**src/design/dsfr_pkg.sv**
```systemverilog
`timescale 1ns / 1ps
// ---------------------------------------------------------------------------
// dsfr_pkg
// Shared codes, widths and result type of the DLE/STX/ETX frame receiver.
// ---------------------------------------------------------------------------
package dsfr_pkg;

   localparam logic [7:0] DLE_CODE = 8'h10;
   localparam logic [7:0] STX_CODE = 8'h02;
   localparam logic [7:0] ETX_CODE = 8'h03;

   localparam int BUFFER_BYTES_DEFAULT = 512;
   localparam int HEADER_BYTES_DEFAULT = 6;
   localparam int TAG_BYTES_DEFAULT    = 16;

   // width of the reported frame length
   localparam int FRAME_LEN_W = 10;
   // length arithmetic wide enough for any legal parameter set
   localparam int CALC_W = 12;

   typedef enum logic [1:0] {
      VERDICT_VALID     = 2'd0,
      VERDICT_SHORT     = 2'd1,
      VERDICT_BAD_LEN   = 2'd2,
      VERDICT_OVERFLOW  = 2'd3
   } verdict_type;

   typedef struct packed {
      logic                   is_frame_end;
      logic [7:0]             data_byte;
      logic [FRAME_LEN_W-1:0] frame_length;
      logic [7:0]             frame_seq;
      logic [7:0]             cipher_length;
      verdict_type            verdict;
   } result_type;

endpackage

```
**src/design/dle_stx_etx_frame_receiver_unit.sv**
```systemverilog
`timescale 1ns / 1ps
// ---------------------------------------------------------------------------
// dle_stx_etx_frame_receiver_unit
// Removes DLE byte stuffing from a serial byte stream and reports frames.
//
// The req channel carries one raw serial byte per transaction. DLE STX opens
// a frame; inside it DLE DLE gives a 0x10 data byte, DLE ETX closes it, and
// DLE followed by any other byte drops both. Outside a frame bytes produce
// nothing. Each data byte gives one rsp transaction, and closing a frame
// gives one end-of-frame transaction with length, sequence byte, cipher
// length and verdict.
// Throughput is one byte per cycle while req_ready is high: the mode machine updates on each byte taken.
// A result is registered in an output entry before it shows on rsp. Two result
// entries sit on the rsp side, so when the receiver stalls req_ready stays
// high until both are full and rises again the cycle after one is taken.
// Reset (synchronous) returns to idle with no frame open and empties both
// result entries.
// ---------------------------------------------------------------------------
module dle_stx_etx_frame_receiver_unit #(
   parameter int BUFFER_BYTES = dsfr_pkg::BUFFER_BYTES_DEFAULT,
   parameter int HEADER_BYTES = dsfr_pkg::HEADER_BYTES_DEFAULT,
   parameter int TAG_BYTES    = dsfr_pkg::TAG_BYTES_DEFAULT
) (
   input  logic                             clock,
   input  logic                             reset,
   input  logic                             req_valid,
   output logic                             req_ready,
   input  logic [7:0]                       req_rx_byte,
   output logic                             rsp_valid,
   input  logic                             rsp_ready,
   output logic                             rsp_is_frame_end,
   output logic [7:0]                       rsp_data_byte,
   output logic [dsfr_pkg::FRAME_LEN_W-1:0] rsp_frame_length,
   output logic [7:0]                       rsp_frame_seq,
   output logic [7:0]                       rsp_cipher_length,
   output logic [1:0]                       rsp_verdict
);
   import dsfr_pkg::*;

   logic       accept;
   logic       res_valid;
   result_type res;
   result_type out_data;

   assign accept = req_valid && req_ready;

   dsfr_framer #(
      .BUFFER_BYTES (BUFFER_BYTES),
      .HEADER_BYTES (HEADER_BYTES),
      .TAG_BYTES    (TAG_BYTES)
   ) u_framer (
      .clock     (clock),
      .reset     (reset),
      .accept    (accept),
      .rx_byte   (req_rx_byte),
      .res_valid (res_valid),
      .res       (res)
   );

   dsfr_skid u_skid (
      .clock      (clock),
      .reset      (reset),
      .push       (res_valid),
      .push_data  (res),
      .push_ready (req_ready),
      .out_valid  (rsp_valid),
      .out_ready  (rsp_ready),
      .out_data   (out_data)
   );

   assign rsp_is_frame_end  = out_data.is_frame_end;
   assign rsp_data_byte     = out_data.data_byte;
   assign rsp_frame_length  = out_data.frame_length;
   assign rsp_frame_seq     = out_data.frame_seq;
   assign rsp_cipher_length = out_data.cipher_length;
   assign rsp_verdict       = out_data.verdict;

endmodule

```
**src/design/dsfr_framer.sv**
```systemverilog
`timescale 1ns / 1ps
// ---------------------------------------------------------------------------
// dsfr_framer
// Unstuffing state machine: tracks frame mode, counts kept bytes, captures
// the header fields and builds the data or end-of-frame result.
// ---------------------------------------------------------------------------
module dsfr_framer #(
   parameter int BUFFER_BYTES = dsfr_pkg::BUFFER_BYTES_DEFAULT,
   parameter int HEADER_BYTES = dsfr_pkg::HEADER_BYTES_DEFAULT,
   parameter int TAG_BYTES    = dsfr_pkg::TAG_BYTES_DEFAULT
) (
   input  logic                 clock,
   input  logic                 reset,
   input  logic                 accept,
   input  logic [7:0]           rx_byte,
   output logic                 res_valid,
   output dsfr_pkg::result_type res
);
   import dsfr_pkg::*;

   localparam int CNT_W = $clog2(BUFFER_BYTES + 1);

   typedef enum logic [1:0] {
      MODE_IDLE      = 2'd0,
      MODE_IDLE_DLE  = 2'd1,
      MODE_FRAME     = 2'd2,
      MODE_FRAME_DLE = 2'd3
   } mode_type;

   mode_type         mode_ff, mode_in;
   logic [CNT_W-1:0] count_ff, count_in;
   logic [7:0]       seq_ff, seq_in;
   logic [7:0]       len_ff, len_in;
   logic             ovf_ff, ovf_in;

   logic              keep;
   logic              end_frame;
   logic              opening;
   logic [7:0]        keep_data;
   logic [7:0]        clen;
   logic [CALC_W-1:0] count_ext;
   logic [CALC_W-1:0] need_len;

   assign clen      = len_ff - 8'(TAG_BYTES);
   assign count_ext = CALC_W'(count_ff);
   assign need_len  = CALC_W'(HEADER_BYTES) + CALC_W'(clen) + CALC_W'(TAG_BYTES);

   always_comb begin
      mode_in   = mode_ff;
      keep      = 1'b0;
      end_frame = 1'b0;
      opening   = 1'b0;
      keep_data = rx_byte;
      unique case (mode_ff)
         MODE_IDLE: begin
            if (rx_byte == DLE_CODE) mode_in = MODE_IDLE_DLE;
         end
         MODE_IDLE_DLE: begin
            if (rx_byte == STX_CODE) begin
               opening = 1'b1;
               mode_in = MODE_FRAME;
            end else begin
               mode_in = MODE_IDLE;
            end
         end
         MODE_FRAME: begin
            if (rx_byte == DLE_CODE) mode_in = MODE_FRAME_DLE;
            else                     keep    = 1'b1;
         end
         MODE_FRAME_DLE: begin
            if (rx_byte == ETX_CODE) begin
               mode_in   = MODE_IDLE;
               end_frame = 1'b1;
            end else begin
               mode_in = MODE_FRAME;
               // escaped dle is a data byte, anything else drops the pair
               if (rx_byte == DLE_CODE) keep = 1'b1;
            end
         end
         default: mode_in = MODE_IDLE;
      endcase
   end

   always_comb begin
      count_in = count_ff;
      seq_in   = seq_ff;
      len_in   = len_ff;
      ovf_in   = ovf_ff;
      if (opening) begin
         count_in = '0;
         seq_in   = '0;
         len_in   = '0;
         ovf_in   = 1'b0;
      end else if (keep) begin
         if (count_ff < CNT_W'(BUFFER_BYTES)) begin
            if (count_ff == CNT_W'(4)) seq_in = keep_data;
            if (count_ff == CNT_W'(5)) len_in = keep_data;
            count_in = count_ff + CNT_W'(1);
         end else begin
            ovf_in = 1'b1;
         end
      end
   end

   always_comb begin
      res           = '0;
      res.verdict   = VERDICT_VALID;
      res_valid     = accept && (keep || end_frame);
      if (end_frame) begin
         res.is_frame_end  = 1'b1;
         res.frame_length  = FRAME_LEN_W'(count_ff);
         res.frame_seq     = seq_ff;
         res.cipher_length = clen;
         if (ovf_ff)                                 res.verdict = VERDICT_OVERFLOW;
         else if (count_ext < CALC_W'(HEADER_BYTES)) res.verdict = VERDICT_SHORT;
         else if (clen == 8'd0 || need_len > count_ext) res.verdict = VERDICT_BAD_LEN;
         else                                        res.verdict = VERDICT_VALID;
      end else begin
         res.data_byte = keep_data;
      end
   end

   always_ff @(posedge clock) begin
      if (reset) begin
         mode_ff  <= MODE_IDLE;
         count_ff <= '0;
         seq_ff   <= '0;
         len_ff   <= '0;
         ovf_ff   <= 1'b0;
      end else if (accept) begin
         mode_ff  <= mode_in;
         count_ff <= count_in;
         seq_ff   <= seq_in;
         len_ff   <= len_in;
         ovf_ff   <= ovf_in;
      end
   end

   a_count_bound: assert property (@(posedge clock) disable iff (reset)
      count_ff <= CNT_W'(BUFFER_BYTES))
      else $error("byte count beyond buffer size");

   a_ovf_full: assert property (@(posedge clock) disable iff (reset)
      ovf_ff |-> count_ff == CNT_W'(BUFFER_BYTES))
      else $error("overflow flagged with buffer not full");

   a_etx_closes: assert property (@(posedge clock) disable iff (reset)
      accept && mode_ff == MODE_FRAME_DLE && rx_byte == ETX_CODE |=> mode_ff == MODE_IDLE)
      else $error("frame not closed after dle etx");

endmodule

```
**src/design/dsfr_skid.sv**
```systemverilog
`timescale 1ns / 1ps
// ---------------------------------------------------------------------------
// dsfr_skid
// Two-entry output buffer: result register plus skid register, so the
// input side ready does not depend on the result side ready.
// ---------------------------------------------------------------------------
module dsfr_skid (
   input  logic                 clock,
   input  logic                 reset,
   input  logic                 push,
   input  dsfr_pkg::result_type push_data,
   output logic                 push_ready,
   output logic                 out_valid,
   input  logic                 out_ready,
   output dsfr_pkg::result_type out_data
);
   import dsfr_pkg::*;

   logic       main_valid_ff;
   logic       skid_valid_ff;
   result_type main_ff;
   result_type skid_ff;
   logic       pop;

   assign pop        = main_valid_ff && out_ready;
   assign push_ready = !skid_valid_ff;
   assign out_valid  = main_valid_ff;
   assign out_data   = main_ff;

   always_ff @(posedge clock) begin
      if (reset) begin
         main_valid_ff <= 1'b0;
         skid_valid_ff <= 1'b0;
      end else if (skid_valid_ff) begin
         if (pop) begin
            main_ff       <= skid_ff;
            skid_valid_ff <= 1'b0;
         end
      end else if (push) begin
         if (main_valid_ff && !pop) begin
            skid_ff       <= push_data;
            skid_valid_ff <= 1'b1;
         end else begin
            main_ff       <= push_data;
            main_valid_ff <= 1'b1;
         end
      end else if (pop) begin
         main_valid_ff <= 1'b0;
      end
   end

   a_skid_behind_main: assert property (@(posedge clock) disable iff (reset)
      skid_valid_ff |-> main_valid_ff)
      else $error("skid entry held with empty result register");

   a_skid_holds: assert property (@(posedge clock) disable iff (reset)
      skid_valid_ff && !pop |=> skid_valid_ff && $stable(skid_ff))
      else $error("skid entry lost without a transaction");

   a_skid_moves_up: assert property (@(posedge clock) disable iff (reset)
      skid_valid_ff && pop |=> main_valid_ff && !skid_valid_ff)
      else $error("skid entry not moved to result register");

endmodule
```
**config.mk**
```make
export PLATFORM = sky130hd
export DESIGN_NAME = dle_stx_etx_frame_receiver_unit
export DESIGN_NICKNAME = d
export VERILOG_FILES = /design/src/design/dsfr_pkg.sv /design/src/design/dle_stx_etx_frame_receiver_unit.sv /design/src/design/dsfr_framer.sv /design/src/design/dsfr_skid.sv
export SDC_FILE = /design/constraint.sdc
export NUM_CORES = 1
export LEC_CHECK = 0
export BUFFER_PORTS_ARGS = -buffer_cell sky130_fd_sc_hd__buf_2
export CAP_MARGIN = 20
export CORE_ASPECT_RATIO = 0.5
export CORE_MARGIN = 2
export CORE_UTILIZATION = 50
export CTS_BUF_LIST = sky130_fd_sc_hd__clkbuf_16
export DETAILED_ROUTE_END_ITERATION = 8
export GPL_ROUTABILITY_DRIVEN = 0
export PLACE_DENSITY = 0.8
export SLEW_MARGIN = 30
export SYNTH_ARGS = -nofsm -noshare
export SYNTH_HDL_FRONTEND = slang
export SYNTH_SLANG_ARGS = --single-unit
```
**constraint.sdc**
```tcl
create_clock -name clock -period 7.47 [get_ports clock]
set_input_delay 1.494 -clock clock [delete_from_list [all_inputs] [get_ports clock]]
set_output_delay 1.494 -clock clock [all_outputs]
set_load 0.02 [all_outputs]
```
### Word-level counts from Yosys, hierarchy flattened

Index checks and enable logic that the tools add are counted.

* add/subtract/negate cells: 4
* $lt $le $gt $ge: 3
* equality and inequality tests: 14
* mux-type cells: 44
* bitwise gates (word level): 2
* reduce and logical (&&, ||, !) cells: 24

Operators with widths (count)
* 2-to-1 mux 37 bit: 4
* 2-to-1 mux 8 bit: 9
* 2-to-1 mux 10 bit: 3
* 2-to-1 mux 28 bit: 1
* == test 10 x 3 -> 1 bit, second input constant: 2
* 2-to-1 mux 1 bit: 18
* == test 8 x 2 -> 1 bit, second input constant: 2
* AND reduction 4 bit: 4
* 2-to-1 mux 2 bit: 7
* adder 12 x 5 -> 12 bit, second input constant: 1
* > comparator 12 x 10 -> 1 bit: 1
* AND reduction 3 bit: 4
* nonzero test 2 bit: 6
* adder 10 x 1 -> 10 bit, second input constant: 1
* less-than comparator 10 bit, second input constant: 1
* less-than comparator 10 x 3 -> 1 bit, second input constant: 1
* adder 3 x 8 -> 9 bit, first input constant: 1
* == test 8 x 5 -> 1 bit, second input constant: 1
* zero test 8 bit: 1
* != test 2 x 1 -> 1 bit, second input constant: 4
* case mux 2 bit (4 select lines): 1
* subtractor 8 x 5 -> 8 bit, second input constant: 1
* == test 2 bit, second input constant: 2
* logical AND 1 bit: 4
* 7 further kinds: 11

* register bits after elaboration: 105
* bits of input ports: 12
* output and inout port bits: 39
* logic and storage cells: 110

### Longest topological paths before layout

Gate-level depths: netlist (run 1).

* depth after elaboration: 12
* gate-level depth with buffers: 14
* depth with buffers taken out: 14

### By module

A second synthesis (run 1) with hierarchy kept.

* cell total of the unflattened synthesis: 403
* area total of the unflattened synthesis: 5029.8 um^2

By module, submodules not included
* dsfr_skid: instances 1, cells an instance 129, area an instance 2829.0 um^2, seq. area each 2262.2 um^2
* dsfr_framer: instances 1, cells an instance 273, area an instance 2194.6 um^2, seq. area each 580.6 um^2
* dle_stx_etx_frame_receiver_unit: instances 1, cells an instance 1, area an instance 6.3 um^2, seq. area each 0.0 um^2

### Worst setup path before layout (run 1)

No wires, ideal clock.

* path kind: input-to-reg
* start: in req_rx_byte[2]
* end: reg u_skid.skid_ff[0] (netlist bit), enable pin
* setup time: 0.537 ns
* arrival time: 6.279 ns
* data required time: 6.933 ns
* slack: 0.654 ns
* cell stages on the path: 5
* path buffers: 0
* path through: or4_1 -> a211oi_1 -> o21a_1 -> nand2_1 -> nor4b_1

* cells in the longest elaborated chain, start to end: 7
* elaborated cells on any way between the ends: 11
* those cells by class: eq/ne: 2; mux: 6; reduce/logical: 3

Ends and longest elaborated chain
* start: declaration: RTL line dle_stx_etx_frame_receiver_unit.sv:28 `input logic [7:0] req_rx_byte,`
* == test 8 x 5 -> 1 bit: RTL line dsfr_framer.sv:67, dsfr_framer.sv:77
* 2-to-1 mux 1 bit: RTL line dsfr_framer.sv:77 `if (rx_byte == DLE_CODE) keep = 1'b1;`
* 2-to-1 mux 1 bit: RTL line dsfr_framer.sv:71 `if (rx_byte == ETX_CODE) begin`
* case mux 1 bit (2 select lines): RTL line dsfr_framer.sv:54 `unique case (mode_ff)`
* logical OR 1 bit (*): RTL line dsfr_framer.sv:108 `res_valid = accept && (keep || end_frame);`
* logical AND 1 bit (*): RTL line dsfr_framer.sv:108
* AND reduction 4 bit (no line) (*)
* end signal: assignment: RTL line dsfr_skid.sv:41 `skid_ff <= push_data;`
* end: declaration: RTL line dsfr_skid.sv:22 `result_type skid_ff;`

Mark *: on every way between the ends. The rest lies on a longest branch, timed or not.
A chain may end at the register's enable or synchronous reset.

### Worst setup path after layout (run 1)

* start: reg u_framer.len_ff[1]
* end: reg u_skid.main_ff (netlist bit u_skid.out_data[1]), data pin

* cells in the longest elaborated chain, start to end: 12
* elaborated cells on any way between the ends: 13
* those cells by class: add/sub: 3; order compare: 1; mux: 7; reduce/logical: 2

Ends and longest elaborated chain
* start: declaration: RTL line dsfr_framer.sv:33 `logic [7:0] len_ff, len_in;`
* start signal: assignment: RTL line dsfr_framer.sv:134 `len_ff <= len_in;`
* subtractor 8 x 5 -> 8 bit (*): RTL line dsfr_framer.sv:44 `assign clen = len_ff - 8'(TAG_BYTES);`
* adder 3 x 8 -> 9 bit: RTL line dsfr_framer.sv:46 `assign need_len = CALC_W'(HEADER_BYTES) + CALC_W'(clen) + CALC_W'(TAG_BYTES);`
* adder 12 x 5 -> 12 bit: RTL line dsfr_framer.sv:46
* > comparator 12 x 10 -> 1 bit: RTL line dsfr_framer.sv:116 `else if (clen == 8'd0 || need_len > count_ext) res.verdict = VERDICT_BAD_LEN;`
* logical OR 1 bit (*): RTL line dsfr_framer.sv:116
* 2-to-1 mux 2 bit (*): RTL line dsfr_framer.sv:116
* 2-to-1 mux 2 bit (*): RTL line dsfr_framer.sv:115 `else if (count_ext < CALC_W'(HEADER_BYTES)) res.verdict = VERDICT_SHORT;`
* 2-to-1 mux 2 bit (*): RTL line dsfr_framer.sv:114 `if (ovf_ff) res.verdict = VERDICT_OVERFLOW;`
* 2-to-1 mux 28 bit (*): RTL line dsfr_framer.sv:109 `if (end_frame) begin`
* 2-to-1 mux 37 bit (*): RTL line dsfr_skid.sv:40 `if (main_valid_ff && !pop) begin`
* 2-to-1 mux 37 bit (*): RTL line dsfr_skid.sv:39 `end else if (push) begin`
* 2-to-1 mux 37 bit (*): RTL line dsfr_skid.sv:34 `end else if (skid_valid_ff) begin`
* end signal: assignment: RTL line dsfr_skid.sv:36 `main_ff <= skid_ff;`
* end signal: assignment: RTL line dsfr_skid.sv:44 `main_ff <= push_data;`
* end: declaration: RTL line dsfr_skid.sv:21 `result_type main_ff;`

Mark *: on every way between the ends. The rest lies on a longest branch, timed or not. The select of a mux whose other input is x is not followed.

==> impl_metrics.json, run 1 <==
{
  "num_rows": 25,
  "num_vias": 3438,
  "yosysTopAreaCellShare": 0.4433,
  "path_clk_slew_ps": 70,
  "cts_buffers": 9,
  "cts_resized": 0,
  "synth_edf_count": 74,
  "synth_top_area_cell": "edfxtp_1",
  "final_nets": 506,
  "drv_slew": 0,
  "drc": 0,
  "synth_area_mm2": 0.005012,
  "critical_path_class": "register to register",
  "yosysUniqueCellTypes": 54,
  "avgSynthCellArea_um2": 11.52,
  "ios": 51,
  "leakagePower_uw": 0.002065,
  "holdWs_ps": 471.8,
  "skew_ps": 6.685,
  "antenna_cells": 0,
  "maxCapViolCount": 0,
  "dr.first_iter.drc_count": 388,
  "cts-root-buf": "clkbuf_16",
  "synthArstFlopShare": 0,
  "clkLatencyLatePin_ps": 350,
  "postCtsHoldBufs": 0,
  "required_ps": 7550,
  "area_growth_pct": 13.75,
  "antenna_found_initial": 0,
  "synth_most_common_cell": "edfxtp_1",
  "min_period_ps": 3733,
  "fin_crit_sh": 0.4998,
  "vias_per_cell": 5.581,
  "cellPowerDensity_mw_per_mm2": 201.8,
  "whs_path_depth": 2,
  "synth_cells": 435,
  "grt-ovfl-total": 0,
  "worstSetupEndpointType": "register",
  "setup_viol": 0,
  "worstPathArrival_ps": 3820,
  "cts_buffer_depth": 2,
  "die_y_um": 74.80,
  "grt_pass1_wl_mm": 16.26,
  "crit_path_max_fanout": 5,
  "drive_above_1_share": 0.2058,
  "wl_per_cell_um": 16.65,
  "ir_worst_vdd_v": 0.0001193,
  "startpoint_type": "register",
  "hold_viol_final": 0,
  "numClockSinks": 105,
  "hold_path_class": "register to register",
  "antenna_left": 0,
  "yosys_warnings": 0,
  "slew_headroom": 0.4047,
  "ys_ff_latch": 105,
  "dp_hpwl_mm": 6.773,
  "h-tree-depth": 3,
  "rsz0062_at_grt": "no",
  "postCtsSetupRepairBufs": 0,
  "drt_wl_total_mm": 10.25,
  "die-width_um": 145.6,
  "grt_util_all_layers": 0.1950,
  "initial_utilization": 0.5220,
  "synth_fp_nets": 465,
  "dr.pass1.iters": 5,
  "setup-tns-final_ps": 0,
  "tightest_slew_ps": 891.9,
  "die-area_mm2": 0.01089,
  "synth_area_leaders": "edfxtp_1 (44%), dfxtp_1 (12%), ha_1 (4.5%)",
  "grt_max_degree": 44,
  "port_buffers": 50,
  "seq_area_frac_synth": 0.5671,
  "core_mm2": 0.009603,
  "cts_tree": "yes",
  "synthTopCellsByCount": "edfxtp_1 (74), nand2_1 (41), dfxtp_1 (31), nor2_1 (28), nand2b_1 (22)",
  "status": "completed",
  "first_global_vias": 3129,
  "r2r_cells": 14,
  "synthFlopType": "edfxtp_1",
  "fmax_ghz": 0.2679
}
## cell families (layout without fill, tap and decap cells)
kind of cell | Yosys count | in the layout | share of synthesized area
buffers and inverters | 44 | 90 | 0.03694
other | 1 | 1 | 0.0007482
AO/OA/AOI/OAI | 66 | 66 | 0.08612
flip-flops | 105 | 105 | 0.5671
adder cells (fa/ha/maj) | 18 | 18 | 0.04493
multiplexers | 34 | 34 | 0.07239
XOR/XNOR | 9 | 9 | 0.01573
AND/OR/NAND/NOR | 158 | 158 | 0.1760
## critical path, stage by stage (launching register included)
cell	delay, ps
dfxtp_1	400
inv_1	140
ha_1	250
or3b_1	370
nor2_1	250
nor2b_1	100
ha_1	250
xnor2_1	150
xnor2_1	240
ha_1	300
a21oi_1	170
nor3b_1	70
or3_1	340
o2111ai_1	270
o211ai_1	170
## routing by layer
metal	GRT usage	vias up	part of all wire
li1	-	1665	-
met2	0.2975	101	0.44
met1	0.2744	1657	0.49
met5	0	-	0
met3	0.05515	15	0.061
met4	0.06318	0	0.015
## path summary, 6_finish.rpt
| path | start | end | slack, ps |
|---|---|---|---|
| worst min-delay path | u_framer.seq_ff[0] | u_framer.seq_ff[0] | 470 |
| worst max register to register | u_framer.len_ff[1] | u_skid.out_data[1] | 3740 |
| worst max-delay path | u_framer.len_ff[1] | u_skid.out_data[1] | 3740 |
| worst min register to register | u_framer.seq_ff[0] | u_framer.seq_ff[0] | 470 |
## per-stage QoR
step	area (um^2)	setup slack, ps	instances	power, uW	utilization
after floorplan	5012	653.8	435	641.4	-
after global routing	5702	3518	616	1180	0.5937
after CTS	5702	3755	616	1155	0.5937
after global placement	5375	3654	600	649.8	0.5597
final	5702	3737	616	1150	0.5937
after detailed placement	5375	3587	600	650.0	0.5597
## layout by cell type, fill, tap and decap left out, drive strengths merged, types with 6 or more instances in the layout
master / count
clkbuf: 10
nand4: 9
nand2: 41
or3: 6
dfxtp: 31
edfxtp: 74
buf: 54
nor2: 28
inv: 24
and2: 13
ha: 18
nand3: 11
o21ai: 11
mux2i: 16
xnor2: 7
mux2: 18
nand2b: 22
a21oi: 20
o31ai: 14
## flip-flops by register name, indices dropped and copies added (netlist names)
signal,cells
u_framer.count_ff,10
u_framer.len_ff,8
u_framer.mode_ff,2
u_framer.ovf_ff,1
u_framer.seq_ff,8
u_skid.out_data,37
u_skid.out_valid,1
u_skid.skid_ff,37
u_skid.skid_valid_ff,1
## final cells by class
class / instances / area, um^2
multi-input combinational: 286 / 2008
timing repair buffer: 54 / 280.3
clock buffer: 10 / 250.2
clock inverter: 6 / 76.32
fill: 787 / 3901
tap: 135 / 168.9
inverter: 20 / 75.07
sequential: 105 / 2843
## where the power goes
part           switching, uW  leakage (uW)  internal (uW)
sequential            0.0154      0.000914            616
clock                    226      0.000161            287
combinational           13.2      0.000990           8.29
No activity file was read; power rests on OpenSTA's default activity.
==> run 2: changes to the inputs <==
==> constraint.sdc (replaced) <==
create_clock -name clock -period 3.7 [get_ports clock]
set_input_delay 0.74 -clock clock [delete_from_list [all_inputs] [get_ports clock]]
set_output_delay 0.74 -clock clock [all_outputs]
set_load 0.02 [all_outputs]
==> run 2 against run 1 <==
Non-clock buffer count rose by 1. Clock skew rose by 2.2 ps. Maximum frequency is 7.0% higher. Clock-buffer cell count shrank 1. Total power grew 94%. Routed wire length shrank 1.8%. Cell count is 0.16% higher. Utilization decreased by 0.16 points. Sequential share of layout area is 0.13 points higher. Flip-flop and latch count is the same. Combinational power grew 110%. Critical path type unchanged. Critical endpoint unchanged.
==> impl_metrics.json, run 2 (synthesized netlist as in run 1, its figures left out) <==
{
  "wl_per_cell_um": 16.33,
  "drt_wl_total_mm": 10.07,
  "postCtsHoldBufs": 0,
  "fin_crit_sh": 0.9430,
  "startpoint_type": "register",
  "ir_worst_vdd_v": 0.0002122,
  "cts_resized": 0,
  "path_clk_slew_ps": 70,
  "ios": 51,
  "cts_buffers": 9,
  "hold_path.startpoint": "u_framer.seq_ff[5]",
  "die-width_um": 145.6,
  "status": "completed",
  "required_ps": 3790,
  "dp_hpwl_mm": 6.868,
  "setup-tns-final_ps": 0,
  "critical_path_class": "register to register",
  "skew_ps": 8.904,
  "tightest_slew_ps": 910.8,
  "antenna_found_initial": 0,
  "antenna_cells": 0,
  "vias_per_cell": 5.515,
  "maxCapViolCount": 0,
  "hold_path_class": "register to register",
  "rsz0062_at_grt": "no",
  "leakagePower_uw": 0.002062,
  "mostFrequentLayoutCells": "edfxtp_1 (74), buf_2 (50), nand2_1 (41)",
  "grt-ovfl-total": 0,
  "clkLatencyLatePin_ps": 350,
  "grt_pass1_wl_mm": 16.30,
  "whs_path_depth": 2,
  "area_growth_pct": 13.45,
  "slew_headroom": 0.3921,
  "r2r_cells": 14,
  "antenna_left": 0,
  "hold_viol_final": 0,
  "critPathLaunch": "u_framer.len_ff[1]",
  "drive_above_1_share": 0.2054,
  "worstPathArrival_ps": 3580,
  "place_worst_setup_slack_ps": 284.8,
  "h-tree-depth": 3,
  "setup_viol": 0,
  "finalWorstSetupSlack_ps": 211.1,
  "cts-root-buf": "clkbuf_16",
  "dr.first_iter.drc_count": 267,
  "fmax_ghz": 0.2866,
  "crit_path_max_fanout": 5,
  "num_rows": 25,
  "dr.pass1.iters": 5,
  "worstReg2RegStart": "u_framer.len_ff[1]",
  "multiInputGateArea_mm2": 0.002017,
  "drc": 0,
  "port_buffers": 50,
  "reg2reg_slack_ps": 210,
  "cts_tree": "yes",
  "cellPowerDensity_mw_per_mm2": 393.1,
  "seq_area_mm2": 0.002843,
  "first_global_vias": 3135,
  "final_nets": 507,
  "cts_buffer_depth": 2,
  "num_vias": 3403,
  "die-area_mm2": 0.01089,
  "core_mm2": 0.009603,
  "initial_utilization": 0.5220,
  "drv_slew": 0,
  "nFillCells": 758,
  "numClockSinks": 105,
  "min_period_ps": 3489,
  "postCtsSetupRepairBufs": 0,
  "grt_max_degree": 38,
  "p_total_uw": 2235,
  "worstSetupEndpointType": "register",
  "die_y_um": 74.80,
  "final_common_cell": "edfxtp_1",
  "grt_util_all_layers": 0.1967
}
[run 2: changes by cell type in the layout (fill, tap and decap cells not counted)]
cell,previous run,this run
inv_6,3,1
clkinv_1,0,1
clkinv_2,0,2
nor4b_2,3,2
nor4b_4,1,2
clkinv_4,1,2
inv_8,1,0
buf_4,4,5
clkbuf_16,10,9
[run 2: worst max-delay path, stage by stage (launching register included)]
cell and delay [ps]:
dfxtp_1 380, inv_1 120, ha_1 240, or3b_1 370, nor2_1 250, nor2b_1 90
ha_1 250, xnor2_1 150, xnor2_1 170, ha_1 340, a21oi_1 180, nor3b_1 70
or3_1 320, o2111ai_1 190, o211ai_1 110
[run 2: worst paths after layout]
| path | endpoint |
|---|---|
| worst max-delay path | u_skid.out_data[1] |
| worst min-delay path | u_framer.seq_ff[5] |
| worst max register to register | u_skid.out_data[1] |
| worst min register to register | u_framer.seq_ff[5] |
[run 2: per-layer routing]
layer | GRT usage | vias to the layer above | routed length [um]
li1 | - | 1652 | -
met1 | 0.2732 | 1646 | 4871
met2 | 0.3044 | 92 | 4507
met3 | 0.05333 | 13 | 539
met4 | 0.06972 | 0 | 154
met5 | 0 | - | 0
[run 2: power breakdown]
| part | internal, uW | switching, uW |
|---|---|---|
| registers | 1240 | 0.0392 |
| logic | 16.9 | 28.1 |
| clock network | 524 | 422 |
[run 2: metrics by stage]
step	util	hold slack (ps)	area, um^2	cells
floorplan	-	447.8	5045	435
detailed placement	0.5614	463.1	5391	601
global placement	0.5614	458.9	5391	601
CTS	0.5922	475.0	5687	617
finish	0.5922	472.4	5687	617
global route	0.5922	492.1	5687	617
[run 2: cell type report]
class / count / share of cell area
clock inverters: 7 / 0.01232
flip-flops and latches: 105 / 0.4999
well taps: 135 / 0.02970
inverters: 20 / 0.01320
repair buffers: 55 / 0.05061
clock buffers: 9 / 0.03960
multi-input cells: 286 / 0.3547
